===== src/apsu_pkg.sv =====
// Shared types and constants of the audio pause shortener.
`timescale 1ns / 1ps

package apsu_pkg;

  typedef enum logic {
    OP_SAMPLE = 1'b0,
    OP_IDLE   = 1'b1
  } opcode_t;

  localparam int CFG_IDX_W  = 2;
  localparam int CFG_DATA_W = 17;

  localparam logic [CFG_IDX_W-1:0] REG_SILENCE   = 2'd0;
  localparam logic [CFG_IDX_W-1:0] REG_THRESHOLD = 2'd1;
  localparam logic [CFG_IDX_W-1:0] REG_SCALE     = 2'd2;

  localparam logic [14:0] SILENCE_RESET   = 15'd327;
  localparam logic [15:0] THRESHOLD_RESET = 16'd3200;
  localparam logic [16:0] SCALE_ONE       = 17'h10000;

  // Per-transaction outcome handed from the control logic to the output stage.
  typedef struct packed {
    logic valid;
    logic cend;
    logic ovf;
    logic fwd;
  } item_flags_t;

endpackage


===== src/apsu_ctrl.sv =====
// Pointer, run and fill bookkeeping; issues at most one ring write and at most one ring read per transaction.
`timescale 1ns / 1ps

module apsu_ctrl #(
  parameter int RING_DEPTH  = 16384,
  parameter int SAMPLE_BITS = 16,
  parameter int PTR_W       = 14,
  parameter int FC_W        = 15
) (
  input  logic                           clk,
  input  logic                           rst,
  input  logic                           cfg_we,
  input  logic [apsu_pkg::CFG_IDX_W-1:0]  cfg_index,
  input  logic [apsu_pkg::CFG_DATA_W-1:0] cfg_data,
  input  logic                           accept,
  input  logic                           opcode,
  input  logic [SAMPLE_BITS-1:0]         sample_in,
  input  logic                           clip_last,
  output logic                           ring_we,
  output logic [PTR_W-1:0]               ring_waddr,
  output logic [SAMPLE_BITS-1:0]         ring_wdata,
  output logic                           ring_re,
  output logic [PTR_W-1:0]               ring_raddr,
  output apsu_pkg::item_flags_t          flags
);

  import apsu_pkg::*;

  localparam int PROD_W = FC_W + 17;

  logic [14:0]      silence_level;
  logic [15:0]      pause_threshold;
  logic [16:0]      pause_scale;
  logic [PTR_W-1:0] write_pointer, write_pointer_next;
  logic [PTR_W-1:0] read_pointer, read_pointer_next;
  logic [FC_W-1:0]  fill_count, fill_count_next;
  logic [PTR_W-1:0] run_start, run_start_next;
  logic [FC_W-1:0]  run_length, run_length_next;
  logic             in_quiet_run, in_quiet_run_next;
  logic             end_pending, end_pending_next;

  logic                   is_sample, full, store, quiet, loud, mag_le;
  logic [SAMPLE_BITS-1:0] mag;
  logic                   close_loud, close_last, close_any, cut_en;
  logic                   iq_after, ep_after, rd, cend;
  logic [FC_W-1:0]        rl_after, rl_c, keep, fc_mid, committed;
  logic [PTR_W-1:0]       rs_eff, cut_wp, waddr;
  logic [16:0]            scale_eff;
  logic [PROD_W-1:0]      prod;

  // Add modulo the ring depth; both operands are at most the depth.
  function automatic logic [PTR_W-1:0] ring_add(input logic [PTR_W-1:0] p,
                                                input logic [FC_W-1:0] k);
    logic [FC_W:0] sum;
    sum = (FC_W+1)'(p) + (FC_W+1)'(k);
    if (sum >= (FC_W+1)'(RING_DEPTH)) begin
      sum = sum - (FC_W+1)'(RING_DEPTH);
    end
    return sum[PTR_W-1:0];
  endfunction

  always_comb begin
    is_sample = accept && (opcode == OP_SAMPLE);
    full      = fill_count >= FC_W'(RING_DEPTH);
    store     = is_sample && !full;
    mag       = sample_in[SAMPLE_BITS-1] ? (~sample_in + 1'b1) : sample_in;
    mag_le    = 32'(mag) <= 32'(silence_level);
    quiet     = store && mag_le;
    loud      = store && !mag_le;

    close_loud = loud && in_quiet_run;
    rl_after   = quiet ? (in_quiet_run ? run_length + 1'b1 : FC_W'(1)) : run_length;
    iq_after   = quiet || (in_quiet_run && !loud);
    rs_eff     = (quiet && !in_quiet_run) ? write_pointer : run_start;
    close_last = is_sample && clip_last && iq_after;
    close_any  = close_loud || close_last;

    // A run ended by a loud sample is cut at the threshold; one ended by the
    // clip end only above it.
    rl_c   = close_loud ? run_length : rl_after;
    cut_en = close_any && (close_loud ? (32'(run_length) >= 32'(pause_threshold))
                                      : (32'(rl_after) > 32'(pause_threshold)));

    scale_eff = (pause_scale > SCALE_ONE) ? SCALE_ONE : pause_scale;
    prod      = PROD_W'(rl_c) * PROD_W'(scale_eff);
    keep      = prod[FC_W+15:16];
    cut_wp    = ring_add(rs_eff, keep);

    waddr = (close_loud && cut_en) ? cut_wp : write_pointer;
    if (close_last && cut_en) begin
      write_pointer_next = cut_wp;
    end else if (store) begin
      write_pointer_next = ring_add(waddr, FC_W'(1));
    end else begin
      write_pointer_next = write_pointer;
    end

    fc_mid            = fill_count + FC_W'(store) - (cut_en ? rl_c - keep : '0);
    run_length_next   = close_any ? '0 : rl_after;
    in_quiet_run_next = close_any ? 1'b0 : iq_after;
    run_start_next    = rs_eff;

    committed = fc_mid - (in_quiet_run_next ? run_length_next : '0);
    rd        = accept && (committed != '0);

    fill_count_next   = fc_mid - FC_W'(rd);
    read_pointer_next = rd ? ring_add(read_pointer, FC_W'(1)) : read_pointer;

    ep_after         = end_pending || (is_sample && clip_last);
    cend             = accept && ep_after && (fill_count_next == '0);
    end_pending_next = ep_after && !cend;
  end

  assign ring_we    = store;
  assign ring_waddr = waddr;
  assign ring_wdata = sample_in;
  assign ring_re    = rd;
  assign ring_raddr = read_pointer;

  always_comb begin
    flags.valid = rd;
    flags.cend  = cend;
    flags.ovf   = is_sample && full;
    // The sample written in this transaction is also the one read out.
    flags.fwd   = rd && store && (read_pointer == waddr);
  end

  always_ff @(posedge clk) begin
    if (rst) begin
      silence_level   <= SILENCE_RESET;
      pause_threshold <= THRESHOLD_RESET;
      pause_scale     <= SCALE_ONE;
      write_pointer   <= '0;
      read_pointer    <= '0;
      fill_count      <= '0;
      run_start       <= '0;
      run_length      <= '0;
      in_quiet_run    <= 1'b0;
      end_pending     <= 1'b0;
    end else begin
      write_pointer <= write_pointer_next;
      read_pointer  <= read_pointer_next;
      fill_count    <= fill_count_next;
      run_start     <= run_start_next;
      run_length    <= run_length_next;
      in_quiet_run  <= in_quiet_run_next;
      end_pending   <= end_pending_next;
      if (cfg_we) begin
        unique case (cfg_index)
          REG_SILENCE:   silence_level   <= cfg_data[14:0];
          REG_THRESHOLD: pause_threshold <= cfg_data[15:0];
          REG_SCALE:     pause_scale     <= cfg_data[16:0];
          default: ;
        endcase
      end
    end
  end

endmodule


===== config.mk =====
export PLATFORM = sky130hd
export DESIGN_NAME = apsu_ctrl
export DESIGN_NICKNAME = d
export VERILOG_FILES = /design/src/apsu_pkg.sv /design/src/apsu_ctrl.sv
export SDC_FILE = /design/constraint.sdc
export NUM_CORES = 1
export LEC_CHECK = 0
export BUFFER_PORTS_ARGS = -buffer_cell sky130_fd_sc_hd__buf_2
export CAP_MARGIN = 40
export CORE_ASPECT_RATIO = 0.8
export CORE_MARGIN = 2
export CORE_UTILIZATION = 55
export DETAILED_ROUTE_END_ITERATION = 12
export GPL_ROUTABILITY_DRIVEN = 0
export PLACE_DENSITY = 0.75
export SKIP_CTS_REPAIR_TIMING = 1
export SLEW_MARGIN = 10
export SYNTH_ARGS = -nofsm -noshare
export SYNTH_HDL_FRONTEND = slang
export SYNTH_SLANG_ARGS = --single-unit

===== constraint.sdc =====
create_clock -name clk -period 17.6 [get_ports clk]
set_clock_uncertainty 0.1 [all_clocks]
set_input_delay 0.88 -clock clk [delete_from_list [all_inputs] [get_ports clk]]
set_output_delay 0.88 -clock clk [all_outputs]
set_load 0.005 [all_outputs]

==> results of run 1 <==
==> registers in the layout, summed over array words and instances, names as in the netlist <==
| signal | flops |
|---|---|
| end_pending | 1 |
| fill_count | 15 |
| in_quiet_run | 1 |
| pause_scale | 17 |
| pause_threshold | 16 |
| ring_raddr | 14 |
| run_length | 15 |
| run_start | 14 |
| silence_level | 15 |
| write_pointer | 14 |
==> tightest hold or removal path: cells and delay by family, from the launching register on <==
family          cells  cell delay (ns)
simple gates        1             0.05
compound gates      1             0.05
flops               1             0.31
==> cell type report <==
type / count / area [um^2]
multi-input combinational: 1689 / 14400
fill: 2640 / 11500
sequential: 122 / 2440
timing repair buffer: 246 / 1630
inverter: 327 / 1230
tap: 427 / 534
clock buffer: 18 / 439
clock inverter: 14 / 163
==> power by group through the flow <==
stage	registers, W	clock network (W)	logic [W]
2_1_floorplan	0.000310	0	0.000652
3_3_place_gp	0.000315	0	0.000958
3_5_place_dp	0.000316	0	0.000985
4_1_cts	0.000310	0.000369	0.000998
5_1_grt	0.000313	0.000381	0.00120
6_report	0.000311	0.000366	0.00112
==> worst paths after layout <==
path	startpoint	end	slack, ns	cells past startpoint
setup reg to reg	silence_level[1]$_SDFFE_PP1P_	fill_count[14]$_SDFF_PP0_	2.13	76
hold / removal	silence_level[11]$_SDFFE_PP0P_	silence_level[11]$_SDFFE_PP0P_	0.35	2
hold reg to reg	silence_level[11]$_SDFFE_PP0P_	silence_level[11]$_SDFFE_PP0P_	0.35	2
setup / recovery	sample_in[8]	flags[2]	-0.20	80
==> metrics by stage <==
step	total power (W)	utilization [%]	instance area, um^2	std cells
finish	0.00179	64.4	20800	2843
global route	0.00189	64.4	20800	2843
CTS	0.00168	62.7	20300	2830
detailed placement	0.00130	60.9	19700	2798
global placement	0.00127	60.8	19700	2795
floorplan	0.000962	-	18100	2245
==> cell families (layout without fill, tap and decap cells) <==
logic type               after synthesis  after routing  synth area share, %
adder cells (fa/ha/maj)              401            401                 36.0
XOR/XNOR                             119            119                 5.88
AND/OR/NAND/NOR                      811            811                 21.1
buffers and inverters                434            605                 9.53
flip-flops                           122            122                 13.6
multiplexers                          30             30                 1.80
AO/OA/AOI/OAI                        328            328                 12.1
==> routing by layer <==
| layer | vias to the layer above | routed length (um) |
|---|---|---|
| li1 | 7636 | - |
| met1 | 8162 | 22400 |
| met2 | 822 | 24100 |
| met3 | 149 | 5990 |
| met4 | 0 | 1760 |
| met5 | - | 0 |
==> layout by cell type (no fill, tap or decap), drive strengths merged, types with 18 or more instances in the layout <==
cell type and count:
a21o 18, a21oi 116, and2 45, buf 246, clkbuf 18, dfxtp 122
fa 194, ha 207, inv 328, mux2 18, nand2 264, nand2b 18
nand3 56, nand4 20, nor2 264, nor3 26, o21ai 54, or2 21
xnor2 77, xor2 42
==> flow_summary.json, run 1 <==
{
  "status": "finished with violations",
  "failed_checks": "setup timing",
  "cap_violations": 0,
  "max_stage_delay_ns": 0.60,
  "path_clk_slew_ns": 0.06,
  "max_slew_margin_pct": 42.8,
  "syn_avg_cell_area_um2": 8.00,
  "crit_buf_inv": 8,
  "start_util_pct": 55.6,
  "yosys-top-cells-area": "fa_1, ha_1, dfxtp_1, inv_1, nand2_1",
  "vias": 16800,
  "root_buffer": "clkbuf_16",
  "finalSetupViolCount": 1,
  "syn_area_um2": 18000,
  "die_h_um": 166,
  "yosysSeqAreaShare_pct": 13.6,
  "worstHoldPathType": "flop to flop",
  "ys_seq_elements": 122,
  "globalRouteOverflowTotal": 0,
  "io_buffers": 90,
  "antenna_found_initial": 0,
  "combPwrFrac_pct": 62.2,
  "crit_fanout": 4,
  "yosys_warnings": 0,
  "clock_latency_ns": 0.46,
  "power.leakage_nw": 9.51,
  "grt_pass1_vias": 16400,
  "power_frac_seq_pct": 17.4,
  "synthMostInstantiatedCell": "inv_1",
  "swShare_pct": 42.2,
  "clockPowerShare_pct": 20.4,
  "grtUsageMet1_pct": 43.4,
  "busiest_layer": "met2",
  "cts_buffers": 17,
  "tightest_slew_ns": 0.857,
  "grt_pass1_wl_um": 85200,
  "pre_cts_ws_ns": -0.468,
  "fmax_ghz": 0.0562,
  "synth_cell_types": 89,
  "drive_above_1_share_pct": 17.8,
  "crit_type": "input pin to primary output",
  "rows": 59,
  "crit_arrival_ns": 16.82,
  "power_density_nw_per_um2": 86.1,
  "synth_fp_nets": 2687,
  "antenna_cells": 0,
  "dieWidth_um": 206,
  "post-synth-top-area-cell": "fa_1",
  "critPathCaptureType": "primary output",
  "crit_slowest_cell": "or4_4",
  "grt_use_total_pct": 31.8,
  "via_per_inst": 5.90,
  "postSynthCellCount": 2245,
  "switching_power_w": 0.000756,
  "nets": 2845,
  "rsz0062_at_grt": "yes",
  "fin_crit_sh_pct": 101,
  "wire_per_inst_um": 19.1,
  "use_met2_pct": 48.5,
  "ir_drop_uv": 135,
  "drtAntennaViolNets": 0,
  "maxSlewViolCount": 0,
  "dpl.hpwl_um": 42600,
  "yosys.area.top_type_share_pct": 21.6,
  "drt_iter0_markers": 1554,
  "hold_viol": 0,
  "drc_errors": 0,
  "ys.flop_type": "dfxtp_1",
  "clk_path_buf_depth": 2,
  "dr.pass1.iters": 6,
  "cts-htree-levels": 4,
  "startpoint_type": "input pin",
  "clock-sinks": 122,
  "grt_max_degree": 62,
  "fin_tns_setup_ns": -0.202,
  "synth_common_cells": "inv_1, nand2_1, nor2_1",
  "whs_ns": 0.355,
  "cp.required_ns": 16.62,
  "setup_ws_ns": -0.202,
  "drt_wl_total_um": 54300,
  "cp_top_family": "simple AND/OR/NAND/NOR gates",
  "p_int_w": 0.00104,
  "dieArea_um2": 34100,
  "area_growth_pct": 15.9,
  "fin_crit_ns": 17.80,
  "synth_edf_count": 0,
  "async_flop_share_pct": 0,
  "core_um2": 32300,
  "met3_usage_pct": 9.29,
  "cts_tree": "done",
  "num_io_pins": 91
}
(Power assumes the default switching activity.)
==> run 2, diff against run 1 <==
PLACE_DENSITY = 0.72   (was 0.75)
clock period = 17.8 ns   (was 17.6 ns; I/O delays follow)
==> run 2 against run 1 <==
  * The run still ends with setup timing left
  * Hold slack gained 0.0019 ns
  * Combinational power hardly changed
  * Via count fell by 1.1%
  * Critical path depth is the same
  * Global-route usage is 0.49 points higher
==> flow_summary.json, run 2 (same netlist as run 1, synthesis figures left out) <==
{
  "hold_viol": 0,
  "fmax_ghz": 0.0550,
  "dieArea_um2": 34100,
  "globalRouteOverflowTotal": 0,
  "nFillCells": 2651,
  "power.leakage_nw": 9.53,
  "startpoint_type": "input pin",
  "worstHoldPathType": "flop to flop",
  "cts_buffers": 17,
  "core_um2": 32300,
  "root_buffer": "clkbuf_16",
  "grt_pass1_wl_um": 86300,
  "start_util_pct": 55.6,
  "vias": 16600,
  "cp.required_ns": 16.81,
  "antenna_found_initial": 0,
  "area_growth_pct": 16.6,
  "max_stage_delay_ns": 0.60,
  "max_slew_margin_pct": 44.9,
  "top_regs": "pause_scale x17, pause_threshold x16",
  "grt_pass1_vias": 16500,
  "tightest_slew_ns": 0.827,
  "crit_arrival_ns": 17.20,
  "fin_crit_ns": 18.19,
  "placedInstanceArea_um2": 19600,
  "dpl.cell_count": 2794,
  "multiInputGateArea_um2": 14500,
  "fin_crit_sh_pct": 102,
  "crit_fanout": 5,
  "wire_per_inst_um": 19.5,
  "drt_iter0_markers": 1545,
  "critPathCaptureType": "primary output",
  "antenna_cells": 0,
  "clock_latency_ns": 0.46,
  "layout_commonest_cell": "inv_1",
  "clock-sinks": 122,
  "crit_slowest_cell": "or4_4",
  "drtAntennaViolNets": 0,
  "crit_type": "input pin to primary output",
  "fin_tns_setup_ns": -0.393,
  "failed_checks": "setup timing",
  "dieWidth_um": 206,
  "maxSlewViolCount": 0,
  "nets": 2843,
  "num_io_pins": 91,
  "io_buffers": 90,
  "dr.pass1.iters": 6,
  "rows": 59,
  "final_cells": 2840,
  "final_area_um2": 21000,
  "dpl.hpwl_um": 43500,
  "grt_max_degree": 64,
  "die_h_um": 166,
  "rsz0062_at_grt": "yes",
  "cap_violations": 0,
  "cts_tree": "done",
  "clk_path_buf_depth": 2,
  "setup_ws_ns": -0.393,
  "power_density_nw_per_um2": 87.2,
  "ir_drop_uv": 118,
  "max_flop_register": "pause_scale",
  "drc_errors": 0,
  "cts-htree-levels": 4,
  "path_clk_slew_ns": 0.06,
  "status": "finished with violations",
  "drt_wl_total_um": 55500,
  "ff_latch_area_um2": 2440,
  "grt_use_total_pct": 32.3,
  "via_per_inst": 5.84,
  "cp_common_cell": "ha_1",
  "final_cell_mix": "inv_1, nand2_1, nor2_1",
  "drive_above_1_share_pct": 17.7,
  "largest_reg_flops": 17,
  "finalSetupViolCount": 1
}
-- run 2: cell count changes in the layout (fill, tap and decap cells not counted), moves of 3 or more --
cell       change
nor2_4         +3
nor2_1         +3
bufinv_16      +4
ha_4           +3
inv_6          -5
a21oi_2        +3
a21oi_1        -3
inv_1          +3
buf_4          -3
nor2_2         -6
-- run 2: report_power, final --
part	switching [W]	internal, W
clock network	0.000140	0.000261
logic	0.000599	0.000519
registers	0.0000136	0.000294
-- run 2: path summary, 6_finish.rpt --
check / slack [ns] / cells after the start / endpoint / startpoint
worst max register to register: 2.04 / 76 / fill_count[14]$_SDFF_PP0_ / silence_level[1]$_SDFFE_PP1P_
worst max-delay path: -0.39 / 80 / flags[2] / sample_in[3]
worst min register to register: 0.36 / 2 / pause_threshold[2]$_SDFFE_PP0P_ / pause_threshold[2]$_SDFFE_PP0P_
worst min-delay path: 0.36 / 2 / pause_threshold[2]$_SDFFE_PP0P_ / pause_threshold[2]$_SDFFE_PP0P_
-- run 2: final cells by class --
type / count / area share [%]
inverters: 327 / 5.89
clock inverters: 12 / 1.06
repair buffers: 244 / 7.80
multi-input cells: 1689 / 69.0
flip-flops and latches: 122 / 11.7
clock buffers: 19 / 2.07
well taps: 427 / 2.55
-- run 2: critical path: cells and delay by family --
| kind | cells | cell delay (ns) |
|---|---|---|
| compound gates | 23 | 4.07 |
| xor+xnor | 6 | 1.05 |
| fa+ha+maj | 14 | 4.62 |
| buf+inv | 9 | 0.72 |
| simple gates | 28 | 5.86 |
-- run 2: stage by stage --
stage	util [%]	total power (W)	setup WS (ns)	hold WS, ns
6_report	64.8	0.00183	-0.393	0.357
5_1_grt	64.8	0.00192	-1.00	0.384
4_1_cts	62.7	0.00168	-0.572	0.357
3_5_place_dp	60.7	0.00127	-0.450	0.349
3_3_place_gp	60.5	0.00123	0.0672	0.344
2_1_floorplan	-	0.000938	0.0180	0.336
-- run 2: per-layer routing --
metal  global-route usage [%]  up-vias  part of all wire [%]
li1                         -     7635                     -
met1                     44.1     8073                    42
met2                     49.8      746                    46
met3                     9.09      132                   9.4
met4                     9.10        0                   2.6
met5                        0        -                     0
==> run 3, diff against run 2 <==
SETUP_SLACK_MARGIN = 0.05   (was not set)
==> run 3 against run 2 <==
  * The run still ends with setup timing left
  * Final cell count fell by 0.18%
  * Sequential power barely moved
  * Via count fell by 0.23%
  * Power fell by 0.96%
  * Hold slack improved by 0.0042 ns
  * Cell area fell by 0.57%
  * Highest routed layer unchanged
==> flow_summary.json, run 3 (same netlist as run 1, synthesis figures left out) <==
{
  "fin_crit_sh_pct": 101,
  "clk_path_buf_depth": 2,
  "num_io_pins": 91,
  "die_h_um": 166,
  "power.leakage_nw": 9.50,
  "startpoint_type": "input pin",
  "startpoint": "sample_in[3]",
  "largest_reg_flops": 17,
  "grt_pass1_wl_um": 85900,
  "core_um2": 32300,
  "fmax_ghz": 0.0554,
  "rows": 59,
  "drt_wl_total_um": 54800,
  "final_cells": 2835,
  "cp.required_ns": 16.81,
  "maxSlewViolCount": 0,
  "start_util_pct": 55.6,
  "dieArea_um2": 34100,
  "grt_pass1_vias": 16400,
  "path_clk_slew_ns": 0.06,
  "drt_iter0_markers": 1728,
  "max_flop_register": "pause_scale",
  "hold_start": "silence_level[4]$_SDFFE_PP0P_",
  "power_density_nw_per_um2": 86.9,
  "crit_arrival_ns": 17.06,
  "nFillCells": 2686,
  "hold_depth": 2,
  "drtAntennaViolNets": 0,
  "cp_common_cell": "ha_1",
  "r2r_start": "silence_level[6]$_SDFFE_PP1P_",
  "via_per_inst": 5.84,
  "nets": 2836,
  "vias": 16500,
  "grt_use_total_pct": 32.1,
  "dpl.cell_count": 2789,
  "cap_violations": 0,
  "fin_crit_ns": 18.05,
  "max_stage_delay_ns": 0.61,
  "tightest_slew_ns": 0.887,
  "drc_errors": 0,
  "top_regs": "pause_scale x17, pause_threshold x16",
  "finalSetupViolCount": 1,
  "wire_per_inst_um": 19.3,
  "hold_viol": 0,
  "status": "finished with violations",
  "clock_latency_ns": 0.46,
  "fin_tns_setup_ns": -0.247,
  "crit_slowest_cell": "or4_4",
  "rsz0062_at_grt": "yes",
  "cts_tree": "done",
  "io_buffers": 90,
  "ir_drop_uv": 131,
  "clock-sinks": 122,
  "root_buffer": "clkbuf_16",
  "critPathCaptureType": "primary output",
  "area_growth_pct": 16.0,
  "finalPower_w": 0.00181,
  "cp_num_cells": 78,
  "pre_cts_ws_ns": -0.464,
  "max_slew_margin_pct": 40.9,
  "cp_top_family": "simple AND/OR/NAND/NOR gates",
  "grt_max_degree": 64,
  "cts-htree-levels": 4,
  "dr.pass1.iters": 7,
  "layout_commonest_cell": "inv_1",
  "dpl.hpwl_um": 43100,
  "crit_fanout": 5,
  "worstHoldPathType": "flop to flop",
  "drive_above_1_share_pct": 17.4,
  "r2r_cells": 74,
  "final_cell_mix": "inv_1, nand2_1, nor2_1",
  "setup_ws_ns": -0.247,
  "cts_buffers": 17,
  "dieWidth_um": 206,
  "crit_type": "input pin to primary output",
  "crit_buf_inv": 7,
  "failed_checks": "setup timing",
  "antenna_found_initial": 1,
  "globalRouteOverflowTotal": 0
}
[run 3: cell count changes in the layout (fill, tap and decap cells not counted), moves of 3 or more]
cell,delta
buf_4,-6
ha_1,+3
ha_4,-3
inv_6,+5
nor2_1,-5
nor2_2,+6
[run 3: worst paths after layout]
| check | end | slack, ns |
|---|---|---|
| hold reg to reg | silence_level[4]$_SDFFE_PP0P_ | 0.36 |
| setup / recovery | flags[2] | -0.25 |
| setup reg to reg | fill_count[14]$_SDFF_PP0_ | 2.29 |
| hold / removal | silence_level[4]$_SDFFE_PP0P_ | 0.36 |
[run 3: cell type report]
type,count,area [um^2],share of cell area (%)
Tap cell,427,534,2.56
Inverter,327,1230,5.91
Timing Repair Buffer,237,1580,7.58
Sequential cell,122,2440,11.7
Multi-Input combinational cell,1689,14400,69.1
Clock buffer,17,425,2.04
Clock inverter,15,214,1.03
Antenna cell,1,2.50,0.0120
[run 3: worst reg2reg max path, delay by kind of cell, from the launching register on]
kind	cells	cell delay, ns
XOR/XNOR	5	0.77
adder cells (fa/ha/maj)	14	4.65
AND/OR/NAND/NOR	24	4.98
flip-flops	1	0.31
buffers and inverters	7	0.47
AO/OA/AOI/OAI	24	4.07
[run 3: per-stage QoR]
step           area [um^2]  hold WS, ns  util [%]
6_report             20800        0.361      64.4
5_1_grt              20800        0.372      64.4
4_1_cts              20200        0.358      62.6
3_5_place_dp         19600        0.350      60.6
3_3_place_gp         19500        0.343      60.4
2_1_floorplan        18100        0.336         -
[run 3: routing by layer]
metal	vias up	part of all wire, %	wire length [um]	global-route usage [%]
met3	133	9.9	5440	8.50
li1	7624	-	-	-
met1	8049	42	23200	44.5
met5	-	0	0	0
met4	0	2.9	1600	9.50
met2	742	45	24500	49.2
[run 3: report_power, final]
part           switching (W)  leakage, nW  total, W  internal, W
Sequential         0.0000135        0.992  0.000308     0.000294
Clock               0.000150        0.305  0.000387     0.000237
Combinational       0.000598         8.20   0.00112     0.000517
Total               0.000762         9.50   0.00181      0.00105
